## src/rtl/trd_pkg.sv

```systemverilog
package trd_pkg;

	localparam int QUEUE_DEPTH_DEF = 4;

	localparam logic [1:0] KIND_START = 2'd0;
	localparam logic [1:0] KIND_WIN1  = 2'd1;
	localparam logic [1:0] KIND_WIN2  = 2'd2;
	localparam logic [1:0] KIND_DATA  = 2'd3;

	localparam logic [1:0] NEED_NONE = 2'd0;
	localparam logic [1:0] NEED_WIN1 = 2'd1;
	localparam logic [1:0] NEED_WIN2 = 2'd2;
	localparam logic [1:0] NEED_DATA = 2'd3;

	localparam logic [5:0] WIN_BITS = 6'd32;

	typedef enum logic [2:0] {
		PH_IDLE  = 3'd0,
		PH_LOAD1 = 3'd1,
		PH_LOAD2 = 3'd2,
		PH_BOTH  = 3'd3,
		PH_UNIT  = 3'd4,
		PH_RUN1  = 3'd5,
		PH_RUN2F = 3'd6,
		PH_RUN2  = 3'd7
	} phase_t;

	// what the back end has to emit for one accepted request
	typedef enum logic [2:0] {
		JOB_NONE  = 3'd0,	// one empty result
		JOB_RAW   = 3'd1,	// copy halfword
		JOB_RUN1  = 3'd2,	// 1bpp selector, four words
		JOB_RUN2F = 3'd3,	// first 2bpp selector, high byte only
		JOB_RUN2  = 3'd4	// 2bpp selector, two words
	} job_kind_t;

	typedef struct packed {
		job_kind_t   kind;
		logic [15:0] half;
		logic [15:0] colours;
		logic [1:0]  need;
		logic        done;
	} job_t;

	function automatic logic [1:0] need_of(input phase_t ph);
		logic [1:0] n;
		case (ph)
			PH_IDLE:  n = NEED_NONE;
			PH_LOAD1: n = NEED_WIN1;
			PH_BOTH:  n = NEED_WIN1;
			PH_LOAD2: n = NEED_WIN2;
			default:  n = NEED_DATA;
		endcase
		return n;
	endfunction

	// index of the final word of a job
	function automatic logic [1:0] last_index(input job_kind_t k);
		logic [1:0] n;
		case (k)
			JOB_RUN1: n = 2'd3;
			JOB_RUN2: n = 2'd1;
			default:  n = 2'd0;
		endcase
		return n;
	endfunction

endpackage

```

## src/rtl/trd_front.sv

```systemverilog
module trd_front (
	input  logic          clk,
	input  logic          arst_n,
	input  logic          accept,
	input  logic [1:0]    kind,
	input  logic [31:0]   value,
	output trd_pkg::job_t job
);
	import trd_pkg::*;

	phase_t      phase_q, phase_d;
	logic [31:0] win1_q, win1_d;
	logic [31:0] win2_q, win2_d;
	logic [5:0]  win1_left_q, win1_left_d;
	logic [5:0]  win2_left_q, win2_left_d;
	logic [15:0] units_q, units_d;
	logic [15:0] colours_q, colours_d;
	logic [7:0]  repeat_q, repeat_d;

	logic [15:0] half;
	logic        is_data, unit_raw, run_end, unit_end, final_unit;
	logic [5:0]  win1_dec, win2_dec;
	logic        n1, n2;

	assign half       = value[15:0];
	assign is_data    = (kind == KIND_DATA);
	assign unit_raw   = is_data && (phase_q == PH_UNIT) && !win1_q[0];
	assign run_end    = is_data && (phase_q == PH_RUN1 || phase_q == PH_RUN2)
	                    && (repeat_q == 8'd0);
	assign unit_end   = unit_raw || run_end;
	assign final_unit = (units_q == 16'd0);
	assign win1_dec   = win1_left_q - 6'd1;
	assign win2_dec   = win2_left_q - 6'd1;
	assign n1         = (win1_dec == 6'd0);
	assign n2         = run_end && (win2_dec == 6'd0);

	// next phase
	always_comb begin
		phase_d = phase_q;
		if (kind == KIND_START) begin
			phase_d = PH_BOTH;
		end else if (unit_end) begin
			if (final_unit)  phase_d = PH_IDLE;
			else if (n1 && n2) phase_d = PH_BOTH;
			else if (n1)     phase_d = PH_LOAD1;
			else if (n2)     phase_d = PH_LOAD2;
			else             phase_d = PH_UNIT;
		end else begin
			case (phase_q)
				PH_LOAD1: if (kind == KIND_WIN1) phase_d = PH_UNIT;
				PH_BOTH:  if (kind == KIND_WIN1) phase_d = PH_LOAD2;
				PH_LOAD2: if (kind == KIND_WIN2) phase_d = PH_UNIT;
				PH_UNIT: begin
					if (is_data) phase_d = win2_q[0] ? PH_RUN2F : PH_RUN1;
				end
				PH_RUN2F: if (is_data) phase_d = PH_RUN2;
				default:  phase_d = phase_q;
			endcase
		end
	end

	// datapath and job
	always_comb begin
		win1_d      = win1_q;
		win2_d      = win2_q;
		win1_left_d = win1_left_q;
		win2_left_d = win2_left_q;
		units_d     = units_q;
		colours_d   = colours_q;
		repeat_d    = repeat_q;
		job.kind    = JOB_NONE;
		job.half    = half;
		job.colours = colours_q;
		job.need    = need_of(phase_d);
		job.done    = unit_end && final_unit && (kind != KIND_START);

		if (kind == KIND_START) begin
			units_d     = half;
			win1_left_d = WIN_BITS;
			win2_left_d = WIN_BITS;
			repeat_d    = 8'd0;
		end else begin
			case (phase_q)
				PH_LOAD1, PH_BOTH: if (kind == KIND_WIN1) win1_d = value;
				PH_LOAD2:          if (kind == KIND_WIN2) win2_d = value;
				PH_UNIT: begin
					if (is_data) begin
						win1_d = {win1_q[0], win1_q[31:1]};
						if (!win1_q[0]) begin
							job.kind = JOB_RAW;
						end else begin
							win2_d    = {win2_q[0], win2_q[31:1]};
							colours_d = half;
							if (!win2_q[0]) repeat_d = half[15:8];
						end
					end
				end
				PH_RUN1: begin
					if (is_data) begin
						job.kind = JOB_RUN1;
						if (repeat_q != 8'd0) repeat_d = repeat_q - 8'd1;
					end
				end
				PH_RUN2F: begin
					if (is_data) begin
						job.kind = JOB_RUN2F;
						repeat_d = half[7:0];
					end
				end
				PH_RUN2: begin
					if (is_data) begin
						job.kind = JOB_RUN2;
						if (repeat_q != 8'd0) repeat_d = repeat_q - 8'd1;
					end
				end
				default: ;
			endcase

			// window accounting at the end of a non-final unit
			if (unit_end && !final_unit) begin
				units_d     = units_q - 16'd1;
				win1_left_d = n1 ? WIN_BITS : win1_dec;
				if (run_end) win2_left_d = n2 ? WIN_BITS : win2_dec;
			end
		end
	end

	always_ff @(posedge clk or negedge arst_n) begin
		if (!arst_n) begin
			phase_q     <= PH_IDLE;
			win1_q      <= '0;
			win2_q      <= '0;
			win1_left_q <= WIN_BITS;
			win2_left_q <= WIN_BITS;
			units_q     <= '0;
			colours_q   <= '0;
			repeat_q    <= '0;
		end else if (accept) begin
			phase_q     <= phase_d;
			win1_q      <= win1_d;
			win2_q      <= win2_d;
			win1_left_q <= win1_left_d;
			win2_left_q <= win2_left_d;
			units_q     <= units_d;
			colours_q   <= colours_d;
			repeat_q    <= repeat_d;
		end
	end

endmodule

```

## src/rtl/trd_queue.sv

```systemverilog
module trd_queue #(
	parameter int DEPTH = trd_pkg::QUEUE_DEPTH_DEF
) (
	input  logic          clk,
	input  logic          arst_n,
	input  logic          wr_en,
	input  trd_pkg::job_t wr_data,
	output logic          full,
	input  logic          rd_en,
	output trd_pkg::job_t rd_data,
	output logic          rd_avail
);
	import trd_pkg::*;

	localparam int PW = (DEPTH > 1) ? $clog2(DEPTH) : 1;
	localparam int CW = $clog2(DEPTH + 1);
	localparam logic [PW-1:0] PTR_LAST = PW'(DEPTH - 1);
	localparam logic [CW-1:0] CNT_FULL = CW'(DEPTH);

	job_t          mem_q [DEPTH];
	logic [PW-1:0] wr_ptr_q, rd_ptr_q;
	logic [CW-1:0] count_q;
	logic          do_wr, do_rd;

	assign full     = (count_q == CNT_FULL);
	assign rd_avail = (count_q != '0);
	assign rd_data  = mem_q[rd_ptr_q];
	assign do_wr    = wr_en && !full;
	assign do_rd    = rd_en && rd_avail;

	always_ff @(posedge clk) begin
		if (do_wr) mem_q[wr_ptr_q] <= wr_data;
	end

	always_ff @(posedge clk or negedge arst_n) begin
		if (!arst_n) begin
			wr_ptr_q <= '0;
			rd_ptr_q <= '0;
			count_q  <= '0;
		end else begin
			if (do_wr) wr_ptr_q <= (wr_ptr_q == PTR_LAST) ? '0 : wr_ptr_q + PW'(1);
			if (do_rd) rd_ptr_q <= (rd_ptr_q == PTR_LAST) ? '0 : rd_ptr_q + PW'(1);
			if (do_wr && !do_rd)      count_q <= count_q + CW'(1);
			else if (do_rd && !do_wr) count_q <= count_q - CW'(1);
		end
	end

endmodule

```

## src/rtl/trd_back.sv

```systemverilog
module trd_back (
	input  logic          clk,
	input  logic          arst_n,
	input  trd_pkg::job_t job,
	input  logic          job_avail,
	output logic          job_take,
	output logic          empty,
	input  logic          pop,
	output logic [15:0]   pixel_word,
	output logic          word_valid,
	output logic [1:0]    need_next,
	output logic          done_res,
	output logic          last
);
	import trd_pkg::*;

	logic        out_valid_q;
	logic [15:0] word_q;
	logic        valid_q, done_q, last_q;
	logic [1:0]  need_q;
	logic [1:0]  idx_q;

	logic        load, last_word, hi_byte;
	logic [15:0] word_d;
	logic        valid_d;
	logic [1:0]  sel;
	logic [3:0]  bit_idx;

	assign load      = job_avail && (!out_valid_q || pop);
	assign last_word = (idx_q == last_index(job.kind));
	assign job_take  = load && last_word;
	// 2bpp: the first selector and the second word of a pair use the high byte
	assign hi_byte   = (job.kind == JOB_RUN2F) || (idx_q == 2'd1);

	always_comb begin
		word_d  = '0;
		valid_d = 1'b1;
		sel     = '0;
		bit_idx = '0;
		case (job.kind)
			JOB_RAW: word_d = job.half;
			JOB_RUN1: begin
				for (int j = 0; j < 4; j++) begin
					bit_idx = {idx_q, 2'(j)};
					word_d[4*j +: 4] = job.half[bit_idx] ? job.colours[7:4]
					                                     : job.colours[3:0];
				end
			end
			JOB_RUN2F, JOB_RUN2: begin
				for (int j = 0; j < 4; j++) begin
					sel = job.half[{hi_byte, 3'(2*j)} +: 2];
					word_d[4*j +: 4] = job.colours[{sel, 2'b00} +: 4];
				end
			end
			default: valid_d = 1'b0;
		endcase
	end

	always_ff @(posedge clk or negedge arst_n) begin
		if (!arst_n) begin
			out_valid_q <= 1'b0;
			idx_q       <= '0;
		end else if (load) begin
			out_valid_q <= 1'b1;
			idx_q       <= last_word ? 2'd0 : idx_q + 2'd1;
		end else if (pop) begin
			out_valid_q <= 1'b0;
		end
	end

	always_ff @(posedge clk) begin
		if (load) begin
			word_q  <= word_d;
			valid_q <= valid_d;
			need_q  <= job.need;
			done_q  <= job.done;
			last_q  <= last_word;
		end
	end

	assign empty      = !out_valid_q;
	assign pixel_word = word_q;
	assign word_valid = valid_q;
	assign need_next  = need_q;
	assign done_res   = done_q;
	assign last       = last_q;

endmodule

```

## src/rtl/tile_run_decompressor_4bpp.sv

```systemverilog
// channel   | handshake        | payload
// ----------+------------------+------------------------------------------------
// input     | push / full      | kind[1:0], value[31:0]
// result    | pop / empty      | pixel_word[15:0], word_valid, need_next[1:0],
//           |                  | done_res, last
//
// One request is taken per cycle while full is low; the front end decodes it in
// that cycle and queues a job. The back end emits one result word per cycle
// while pop is high, from its single result register; a request yields one
// word (raw, empty, first 2bpp), two (2bpp selector) or four (1bpp selector).
// Reset clears the queue, the result register and the decode phase (idle).
// A low pop holds the result; the queue fills behind it and then full rises.
module tile_run_decompressor_4bpp #(
	parameter int QUEUE_DEPTH = trd_pkg::QUEUE_DEPTH_DEF
) (
	input  logic        clk,
	input  logic        arst_n,
	input  logic        push,
	output logic        full,
	input  logic [1:0]  kind,
	input  logic [31:0] value,
	output logic        empty,
	input  logic        pop,
	output logic [15:0] pixel_word,
	output logic        word_valid,
	output logic [1:0]  need_next,
	output logic        done_res,
	output logic        last
);
	import trd_pkg::*;

	job_t front_job, queued_job;
	logic accept, job_avail, job_take;

	// a request moves only when the queue has room for its job
	assign accept = push && !full;

	// front end: window bookkeeping, phase tracking, classification
	trd_front u_front (
		.clk    (clk),
		.arst_n (arst_n),
		.accept (accept),
		.kind   (kind),
		.value  (value),
		.job    (front_job)
	);

	// short job queue decoupling intake from word expansion
	trd_queue #(
		.DEPTH (QUEUE_DEPTH)
	) u_queue (
		.clk      (clk),
		.arst_n   (arst_n),
		.wr_en    (accept),
		.wr_data  (front_job),
		.full     (full),
		.rd_en    (job_take),
		.rd_data  (queued_job),
		.rd_avail (job_avail)
	);

	// back end: expands each job into its result words
	trd_back u_back (
		.clk        (clk),
		.arst_n     (arst_n),
		.job        (queued_job),
		.job_avail  (job_avail),
		.job_take   (job_take),
		.empty      (empty),
		.pop        (pop),
		.pixel_word (pixel_word),
		.word_valid (word_valid),
		.need_next  (need_next),
		.done_res   (done_res),
		.last       (last)
	);

endmodule

```

## config.mk

```make
export PLATFORM = sky130hd
export DESIGN_NAME = tile_run_decompressor_4bpp
export DESIGN_NICKNAME = d
export VERILOG_FILES = /design/src/rtl/trd_pkg.sv /design/src/rtl/trd_front.sv /design/src/rtl/trd_queue.sv /design/src/rtl/trd_back.sv /design/src/rtl/tile_run_decompressor_4bpp.sv
export SDC_FILE = /design/constraint.sdc
export NUM_CORES = 1
export LEC_CHECK = 0
export ABC_AREA = 1
export BUFFER_PORTS_ARGS = -buffer_cell sky130_fd_sc_hd__clkbuf_2
export CORE_UTILIZATION = 53
export DETAILED_ROUTE_END_ITERATION = 8
export PLACE_DENSITY_LB_ADDON = 0.15
export SLEW_MARGIN = 0
export SYNTH_ARGS = -nofsm -noshare
export SYNTH_HDL_FRONTEND = slang
export SYNTH_SLANG_ARGS = --single-unit
export TNS_END_PERCENT = 20
```

## constraint.sdc

```tcl
create_clock -name clk -period 4.1 [get_ports clk]
set_input_delay 0.82 -clock clk [delete_from_list [all_inputs] [get_ports clk]]
set_output_delay 0.82 -clock clk [all_outputs]
set_load 0.005 [all_outputs]
```

After elaboration in Yosys (flattened, before gate mapping)
Memories as Yosys holds them, arrays and structs flattened.
Index checks and enable logic that the tools add are counted.
W data, S select, Z words.
- add/sub/neg operators: 9
- $mul: 0
- divide/modulo/power cells: 0
- order comparisons: 4
- equal/unequal tests: 32
- shifts and indexed selects: 8
- muxes and demuxes: 69
- bitwise gates (word level): 1
- reduce and logical (&&, ||, !) cells: 53
- operators by type and width (cell ; count):
    $mux W32 ; 5
    $pmux W32 S2 ; 2
    $shiftx A16 B5 Y2 ; 4
    $shiftx A16 B5 Y4 ; 4
    $mux W8 ; 7
    $mux W3 ; 16
    $pmux W16 S3 ; 1
    $mux W6 ; 7
    $mux W16 ; 2
    $pmux W8 S3 ; 1
    $lt A4 B5 Y1 const B ; 4
    $eq A3 B2 Y1 const B ; 6
    $eq A3 B3 Y1 const B ; 6
    $logic_and A1 B1 Y1 ; 16
    $logic_not A16 Y1 ; 1
    $mux W4 ; 4
    $sub A16 B1 Y16 const B ; 1
    $pmux W3 S5 ; 1
    $reduce_bool A2 Y1 ; 7
    $logic_not A6 Y1 ; 2
    $mux W2 ; 6
    $pmux W3 S4 ; 1
    $sub A6 B1 Y6 const B ; 2
    $mux W1 ; 10
    31 further kinds ; 60
- register bits after elaboration: 150
- latch bits: 0
- memory bits (writable): 152
- memory bits (read-only): 0
- output and inout port bits: 23
- logic and storage cells: 195
- memories: 1
- memories (memory ; depth ; bits a word ; rd ports ; clocked after memory_dff ; wr ports ; line ; source):
    u_queue.mem_q ; 4 ; 38 ; 1 ; 0 ; 1 ; trd_queue.sv:20 ; job_t mem_q [DEPTH];

Longest topological paths before layout
Gate-level depths: netlist of run 1.
- word-level depth: 14
- depth in mapped cells: 15
- gate-level depth less buffers: 15

By module
Synthesis of run 1 repeated with hierarchy kept, for this count alone.
- cell total of the unflattened synthesis: 1768
- area, all modules: 15700.1 sq um
- by module, submodules not included (module ; instances ; cells an instance ; area an instance (sq um) ; seq. area each (sq um)):
    trd_front ; 1 ; 909 ; 6784.0 ; 2980.4
    trd_queue ; 1 ; 503 ; 6636.4 ; 4739.5
    trd_back ; 1 ; 354 ; 2269.7 ; 705.7
    tile_run_decompressor_4bpp ; 1 ; 2 ; 10.0 ; 0.0

Least setup slack after synthesis of run 1
Ideal clock, no wire load.
- path type: input to register
- start point: input port pop
- end point: register u_queue.count_q[1]
- setup time: 123 ps
- arrival time: 3334 ps
- data required time: 3977 ps
- slack: 643 ps
- stages on the path: 8
- cell sequence: nor2_1 a31oi_1 nand4_1 ha_1 inv_1 fa_1 nor2_1 a21oi_1
- longest elaborated chain between the ends: 7
- elaborated cells between the ends (all ways): 9
- ends and longest elaborated chain (what ; line ; source):
    start: declaration ; tile_run_decompressor_4bpp.sv:23 ; input logic pop,
    $logic_or A1 B1 Y1 * ; trd_back.sv:29 ; assign load = job_avail && (!out_valid_q || pop);
    $logic_and A1 B1 Y1 * ; trd_back.sv:29 ;
    via u_back.load ; trd_back.sv:23 ; logic load, last_word, hi_byte;
    $logic_and A1 B1 Y1 * ; trd_back.sv:31 ; assign job_take = load && last_word;
    $logic_and A1 B1 Y1 * ; trd_queue.sv:29 ; assign do_rd = rd_en && rd_avail;
    $logic_not A1 Y1 ; trd_queue.sv:43 ; if (do_wr && !do_rd) count_q <= count_q + CW'(1);
    $logic_and A1 B1 Y1 ; trd_queue.sv:43 ;
    $mux W3 / $reduce_bool A2 Y1 (equally long branches) ; - ;
    end signal: assignment ; trd_queue.sv:43 ;
    end signal: assignment ; trd_queue.sv:44 ; else if (do_rd && !do_wr) count_q <= count_q - CW'(1);
    end: declaration ; trd_queue.sv:22 ; logic [CW-1:0] count_q;
The timed path passes the listed nets; every way through them passes the cells marked *.
A chain may end at the register's enable or synchronous reset.

Worst setup path in the final report of run 1
- start point: register u_queue.rd_ptr_q[0]
- end point: register u_queue.count_q[2]
- longest elaborated chain between the ends: 9
- elaborated cells between the ends (all ways): 12
- ends and longest elaborated chain (what ; line ; source):
    start: declaration ; trd_queue.sv:21 ; logic [PW-1:0] wr_ptr_q, rd_ptr_q;
    start signal: assignment ; trd_queue.sv:42 ; if (do_rd) rd_ptr_q <= (rd_ptr_q == PTR_LAST) ? '0 : rd_ptr_q + PW'(1);
    $mem_v2 Z4 W38 * ; - ;
    $eq A3 B3 Y1 / $eq A3 B2 Y1 (equally long branches) ; - ;
    $pmux W2 S2 * ; trd_pkg.sv:60 ; case (k)
    $eq A2 B2 Y1 * ; trd_back.sv:30 ; assign last_word = (idx_q == last_index(job.kind));
    $logic_and A1 B1 Y1 * ; trd_back.sv:31 ;
    $logic_and A1 B1 Y1 * ; trd_queue.sv:29 ;
    $logic_not A1 Y1 ; trd_queue.sv:43 ;
    $logic_and A1 B1 Y1 ; trd_queue.sv:43 ;
    $mux W3 / $reduce_bool A2 Y1 (equally long branches) ; - ;
Every way passes the cells marked *; elsewhere a longest branch is shown, timed or not.

==> flow_summary.toml, run 1 <==
[cells_and_area]
stdcell_count = 2138
seq_area_sq_um = 8427
multiInputGateArea_sq_um = 5448
fin_nets = 1787
areaGrowthSynthToFinish_pct = 11.34
final_core_util_pct = 60.03
drive_gt1_share_pct = 11.53
diodes = 0
nFillCells = 2480

[clock_network]
htreeDepth = 2
clkTransAtPathRegs_ns = 0.06
numCtsBuffers = 34
root_buffer = "clkbuf_16"
cts-hold-fix-buffers = 0
clockBufferDepth = 3
clock_sinks = 302
clock_latency_ns = 0.52
cts_tree = "built"
post-cts-setup-buffer-count = 0
post_cts_resized = 0

[sta]
hold_viol_final = 0
fmax_mhz = 342.0
max_slew_margin_pct = 26.89
tns_ns = 0
min_period_over_period_pct = 71.31
worst_pin_slew_ns = 1.093
rsz0062_at_grt = "no"
setup_viol = 0
drv_slew = 0
fin_crit_ns = 2.924
worst_clock_skew_ns = 0.01403

[synth]
netlist_area_sq_um = 14980
syn_nets = 1740
yosysWarnings = 0
seq_area_frac_synth_pct = 56.25
avgSynthCellArea_sq_um = 8.879
ys_ff_latch = 302
ys.flop_type = "edfxtp_1"
synthCells = 1687
synth_cell_types = 51
synth-edff-count = 173
synthArstFlopShare_pct = 42.72

[drt]
drc = 0
ant_nets = 0
avgRoutedWirePerCell_microns = 16.82
wl_microns = 35970
dr.first_iter.drc_count = 1066
vias = 11600
via_per_inst = 5.425
dr.pass1.iters = 5

[global_routing]
grt_pass1_wl_microns = 57730
grt_antenna_before_repair = 0
grt_max_degree = 93
grt_pass1_vias = 10840
grt_usage_pct = 25.60
grt_remaining_overflow = 0

[placement]
finalWeightedCongestion = 0.9247
dp_hpwl_microns = 24340
portBuffers = 60
place_inst = 2076

[power_and_ir_drop]
peakVddDrop_v = 0.0004129
p_sw_w = 0.005898
power_frac_seq_pct = 35.2
p_sw_share_pct = 42.37
p_leak_nw = 7.471
combPwrFrac_pct = 43.7
p_clk_share_pct = 21.2
internal-power_w = 0.008022
power_density_nw_per_um2 = 834.7

[critical_path]
reg2reg_slack_ns = 1.18
path_cells = "inv_2, nand2_1, nand3_1, nand2_1, inv_1, o21ai_1, nand2_1, nand2_1, nand4_1, ha_1, inv_1, fa_1, a21oi_1, o21ai_0, xor2_1"
timing.critical_path.to_type = "flip-flop"
slowest_delay_ns = 0.43
crit_type = "flip-flop to flip-flop"
required_ns = 4.49
crit_fanout = 24
crit_arrival_ns = 3.32
rr_worst_depth = 15
critPathLaunchType = "flip-flop"
cpMaxStageDelayCell = "fa_1"
worstReg2RegEnd = "u_queue.count_q[2]"
rr_startpoint = "u_queue.rd_ptr_q[0]"
crit_top_cell = "nand2_1"

[job]
maxCapViolations = 0

[floorplan]
fp.dieW_microns = 170.1
ioPinCount = 61
die_h_microns = 170.1
rows = 61
start_util_pct = 53.91
die-area_sq_um = 28940
core_sq_um = 27780

[run_status]
status = "finished clean"

[hold_path]
hold_class = "input port to async pin"
[layout make-up]
class	count	area share (%)
Sequential cell	302	50.53
Multi-Input combinational cell	1113	32.67
Clock buffer	49	5.687
Inverter	203	4.569
Tap cell	378	2.836
Timing Repair Buffer	80	2.814
Clock inverter	13	0.8929
[worst max path at each step]
| stage | startpoint | end | slack [ns] | cells past startpoint |
|---|---|---|---|---|
| 6_report | u_queue.rd_ptr_q[0] | u_queue.count_q[2] | 1.18 | 15 |
| 5_1_grt | u_queue.rd_ptr_q[0] | u_queue.count_q[2] | 0.81 | 15 |
| 4_1_cts | u_queue.rd_ptr_q[1] | u_queue.count_q[2] | 1.19 | 13 |
| 3_5_place_dp | push | u_front.win2_q[31] | 0.96 | 11 |
| 3_3_place_gp | push | u_front.win2_q[31] | 1.03 | 11 |
| 2_1_floorplan | pop | u_queue.count_q[1] | 0.64 | 8 |
[sequential cells by signal (all words and copies together), names as in the netlist]
signal,flops
u_back.word_valid,1
u_front.win2_left_q,6
u_front.units_q,16
u_queue.count_q,3
u_front.win2_q,32
u_back.need_next,2
u_back.last,1
u_front.colours_q,16
u_queue.rd_ptr_q,2
u_front.win1_q,32
u_front.win1_left_q,6
u_back.done_res,1
u_front.phase_q,3
u_back.pixel_word,16
u_queue.mem_q,152
u_back.out_valid_q,1
u_front.repeat_q,8
u_back.idx_q,2
u_queue.wr_ptr_q,2
[kinds of logic after synthesis]
logic type / share of synthesized area (%)
simple gates: 22.25
compound gates: 11.49
fa+ha+maj: 1.303
mux: 0.1504
buf+inv: 7.677
flops: 56.25
xor+xnor: 0.8771
[critical path, delay by kind of cell (launching register included)]
kind,cells,cell delay [ns]
simple gates,6,0.70
buf+inv,3,0.53
xor+xnor,1,0.15
flops,1,0.40
fa+ha+maj,2,0.63
compound gates,3,0.39
[through the flow]
| step | area (sq um) | hold slack [ns] | power [W] | worst slack (ns) |
|---|---|---|---|---|
| 3_3_place_gp | 15580 | 0.4593 | 0.01084 | 1.027 |
| 2_1_floorplan | 14980 | 0.4422 | 0.009379 | 0.6426 |
| 4_1_cts | 16680 | 0.3406 | 0.01393 | 1.187 |
| 5_1_grt | 16680 | 0.3733 | 0.01497 | 0.8074 |
| 6_report | 16680 | 0.2989 | 0.01392 | 1.176 |
| 3_5_place_dp | 15580 | 0.4830 | 0.01098 | 0.9578 |
[metal layers]
metal | GRT usage, % | routed length, microns | up-vias | part of all wire (%)
met3 | 3.791 | 1855 | 73 | 5.2
met5 | 0 | 0 | - | 0
met2 | 41.87 | 17010 | 336 | 47
li1 | - | - | 5693 | -
met4 | 7.795 | 946 | 0 | 2.6
met1 | 35.36 | 16160 | 5497 | 45
[synth_stat cells, types with 19 or more instances]
cell type	instances	share of area [%]
edfxtp_1	173	35
buf_2	34	1.1
nor2_1	144	3.6
nand3_1	173	5.8
o21ai_1	26	0.87
o21ai_0	140	4.7
inv_2	19	0.48
dfrtp_1	127	21
inv_1	184	4.6
a21oi_1	82	2.7
nand2_1	396	9.9
[power by group through the flow]
stage	sequential (W)	combinational [W]	clock, W
4_1_cts	0.00489	0.00605	0.00298
3_5_place_dp	0.00494	0.00604	0
6_report	0.00489	0.00608	0.00295
2_1_floorplan	0.00482	0.00456	0
5_1_grt	0.00499	0.00686	0.00312
3_3_place_gp	0.00491	0.00593	0
[layout by cell type, fill, tap and decap left out, types with 4 or more instances in the layout]
cell type  synthesis  layout
nand2_1          396     396
inv_1            184     184
nand3_1          173     173
edfxtp_1         173     173
nor2_1           144     140
o21ai_0          140     140
dfrtp_1          127     126
a21oi_1           82      82
clkbuf_2           0      59
clkbuf_16          0      35
o21ai_1           26      26
inv_2             19      19
buf_4              9      19
o22ai_1           15      15
ha_1              14      14
or2_2             12      12
clkbuf_1          15      12
nand2_2           10      10
nor3_1            10      10
xor2_1            10      10
nand4_1            9       9
o211ai_1           7       7
and2_1             6       6
a32oi_2            6       6
xnor2_1            5       5
nor2_4             1       5
o221ai_1           5       5
a32oi_1            4       4
clkinv_2           0       4
No activity file was read; power rests on OpenSTA's default activity.
==> inputs of run 2 (changes only) <==
==> constraint.sdc (replaced) <==
create_clock -name clk -period 2.54 [get_ports clk]
set_input_delay 0.508 -clock clk [delete_from_list [all_inputs] [get_ports clk]]
set_output_delay 0.508 -clock clk [all_outputs]
set_load 0.005 [all_outputs]
==> run 2 against run 1 <==
Design area is 2.8% higher. Critical endpoint unchanged. Largest power group unchanged. Largest cell class unchanged. Global-route usage is 0.69 points higher. Routed wire length is 2.6% higher. First-iteration DRC count is 4.1% lower. Setup slack worse by 1.1 ns. Die area stayed put. Combinational power is 76% higher. Register-to-register slack worse by 1.1 ns.
==> flow_summary.toml, run 2 (same netlist as run 1, synthesis figures left out) <==
[sta]
drv_slew = 0
worst_slack_ns = 0.1206
setup_viol = 0
fin_crit_ns = 2.419
min_period_over_period_pct = 95.25
worst_clock_skew_ns = 0.02522
fmax_mhz = 413.3
max_slew_margin_pct = 49.40
worst_pin_slew_ns = 0.7540
hold_viol_final = 0

[critical_path]
reg2reg_slack_ns = 0.12
crit_fanout = 5
required_ns = 2.92
critPathLaunchType = "flip-flop"
timing.critical_path.to_type = "flip-flop"
crit_arrival_ns = 2.80
crit_type = "flip-flop to flip-flop"

[floorplan]
start_util_pct = 53.91
die_h_microns = 170.1
fp.dieW_microns = 170.1
rows = 61
core_sq_um = 27780
ioPinCount = 61
die-area_sq_um = 28940

[global_routing]
grt_usage_pct = 26.30
grt_max_degree = 92
grt_remaining_overflow = 0
grt_antenna_before_repair = 0
grt_pass1_wl_microns = 58930
grt_pass1_vias = 11280

[hold_path]
hold_class = "input port to flip-flop"

[cells_and_area]
mostFrequentLayoutCells = "395 x nand2_1, 183 x inv_1, 173 x nand3_1, 173 x edfxtp_1, 140 x nor2_1"
fin_nets = 1833
diodes = 0
largest_reg_flops = 152
areaGrowthSynthToFinish_pct = 14.49
drive_gt1_share_pct = 14.19
reg.largest.list = "u_queue.mem_q (152), u_front.win1_q (32), u_front.win2_q (32)"
layout_commonest_cell = "nand2_1"
final_core_util_pct = 61.73
top_register = "u_queue.mem_q"

[placement]
finalWeightedCongestion = 0.9467
dp_slack_ns = -0.04567
portBuffers = 60
dp_hpwl_microns = 25130

[clock_network]
clock_sinks = 302
htreeDepth = 2
clock_latency_ns = 0.52
root_buffer = "clkbuf_16"
clkTransAtPathRegs_ns = 0.06
numCtsBuffers = 34
cts_tree = "built"
clockBufferDepth = 3

[drt]
dr.pass1.iters = 5
via_per_inst = 5.456
dr.first_iter.drc_count = 1022
wl_microns = 36900
ant_nets = 0
vias = 11900
avgRoutedWirePerCell_microns = 16.91
drc = 0

[power_and_ir_drop]
peakVddDrop_v = 0.0006619
power_density_nw_per_um2 = 1356
p_leak_nw = 7.730

[job]
maxCapViolations = 0

[run_status]
status = "finished clean"
[run 2: cell count changes in the layout (fill, tap and decap cells not counted), moves of 2 or more]
cell | before | now
clkbuf_1 | 12 | 9
clkbuf_8 | 2 | 5
o21ai_2 | 2 | 4
buf_4 | 19 | 53
buf_12 | 1 | 11
[run 2: path summary, 6_finish.rpt]
path                                         from                endpoint  cells after the start
setup / recovery              u_queue.rd_ptr_q[0]      u_queue.count_q[2]                     14
hold / removal                                pop      u_back.out_valid_q                      2
setup reg to reg              u_queue.rd_ptr_q[0]      u_queue.count_q[2]                     14
hold reg to reg            u_front.win2_left_q[5]  u_front.win2_left_q[5]                      2
max in group asynchronous                  arst_n      u_front.win2_q[17]                      3
min in group asynchronous                  arst_n      u_back.out_valid_q                      2
[run 2: power breakdown]
group	leakage (nW)	internal (W)	switching, W
combinational	4.06	0.00367	0.00700
sequential	3.14	0.00715	0.000743
clock	0.524	0.00279	0.00191
total	7.73	0.0136	0.00965
[run 2: area by class of cell]
class	count	area [sq um]
flip-flops and latches	302	8427
clock buffers	49	978.4
well taps	378	473.0
repair buffers	126	945.9
inverters	203	767.0
clock inverters	11	91.34
multi-input cells	1113	5466
fillers	2428	10630
[run 2: timing repair]
| item | CTS | global route |
|---|---|---|
| pin swaps | 1 | 2 |
| gates cloned | 0 | 1 |
| hold endpoints to repair | 35 | 0 |
| gates resized for setup | 3 | 9 |
| setup buffers | 1 | 3 |
| setup endpoints to repair | 1 | 2 |
| hold buffers | 1 | 0 |
[run 2: worst max-delay path, stage by stage (launching register included)]
cell,delay [ns]
dfrtp_2,0.42
buf_6,0.13
nand2_1,0.06
nand3_1,0.09
nand2_1,0.10
nor2_1,0.11
nand2_1,0.09
xor2_1,0.16
nand4_1,0.14
ha_2,0.19
inv_2,0.06
fa_2,0.36
a21oi_2,0.17
o21ai_2,0.07
xor2_1,0.15
[run 2: metal layers]
metal	track usage, %	wire [microns]	vias to the layer above
met4	9.048	1088	0
met2	44.07	17670	343
li1	-	-	5796
met5	0	0	-
met3	3.419	1783	78
met1	35.28	16350	5687
[run 2: stage by stage]
stage               hold WS, ns  power, W  instances  instance area (sq um)  setup TNS (ns)
floorplan                0.2124   0.01514       1687                  14980          -40.69
global placement         0.4542   0.01819       2116                  16000               0
detailed placement       0.4586   0.01841       2116                  16000        -0.04567
CTS                      0.1898   0.02319       2178                  17100               0
global route             0.1942   0.02502       2182                  17150        -0.02473
finish                   0.2022   0.02326       2182                  17150               0
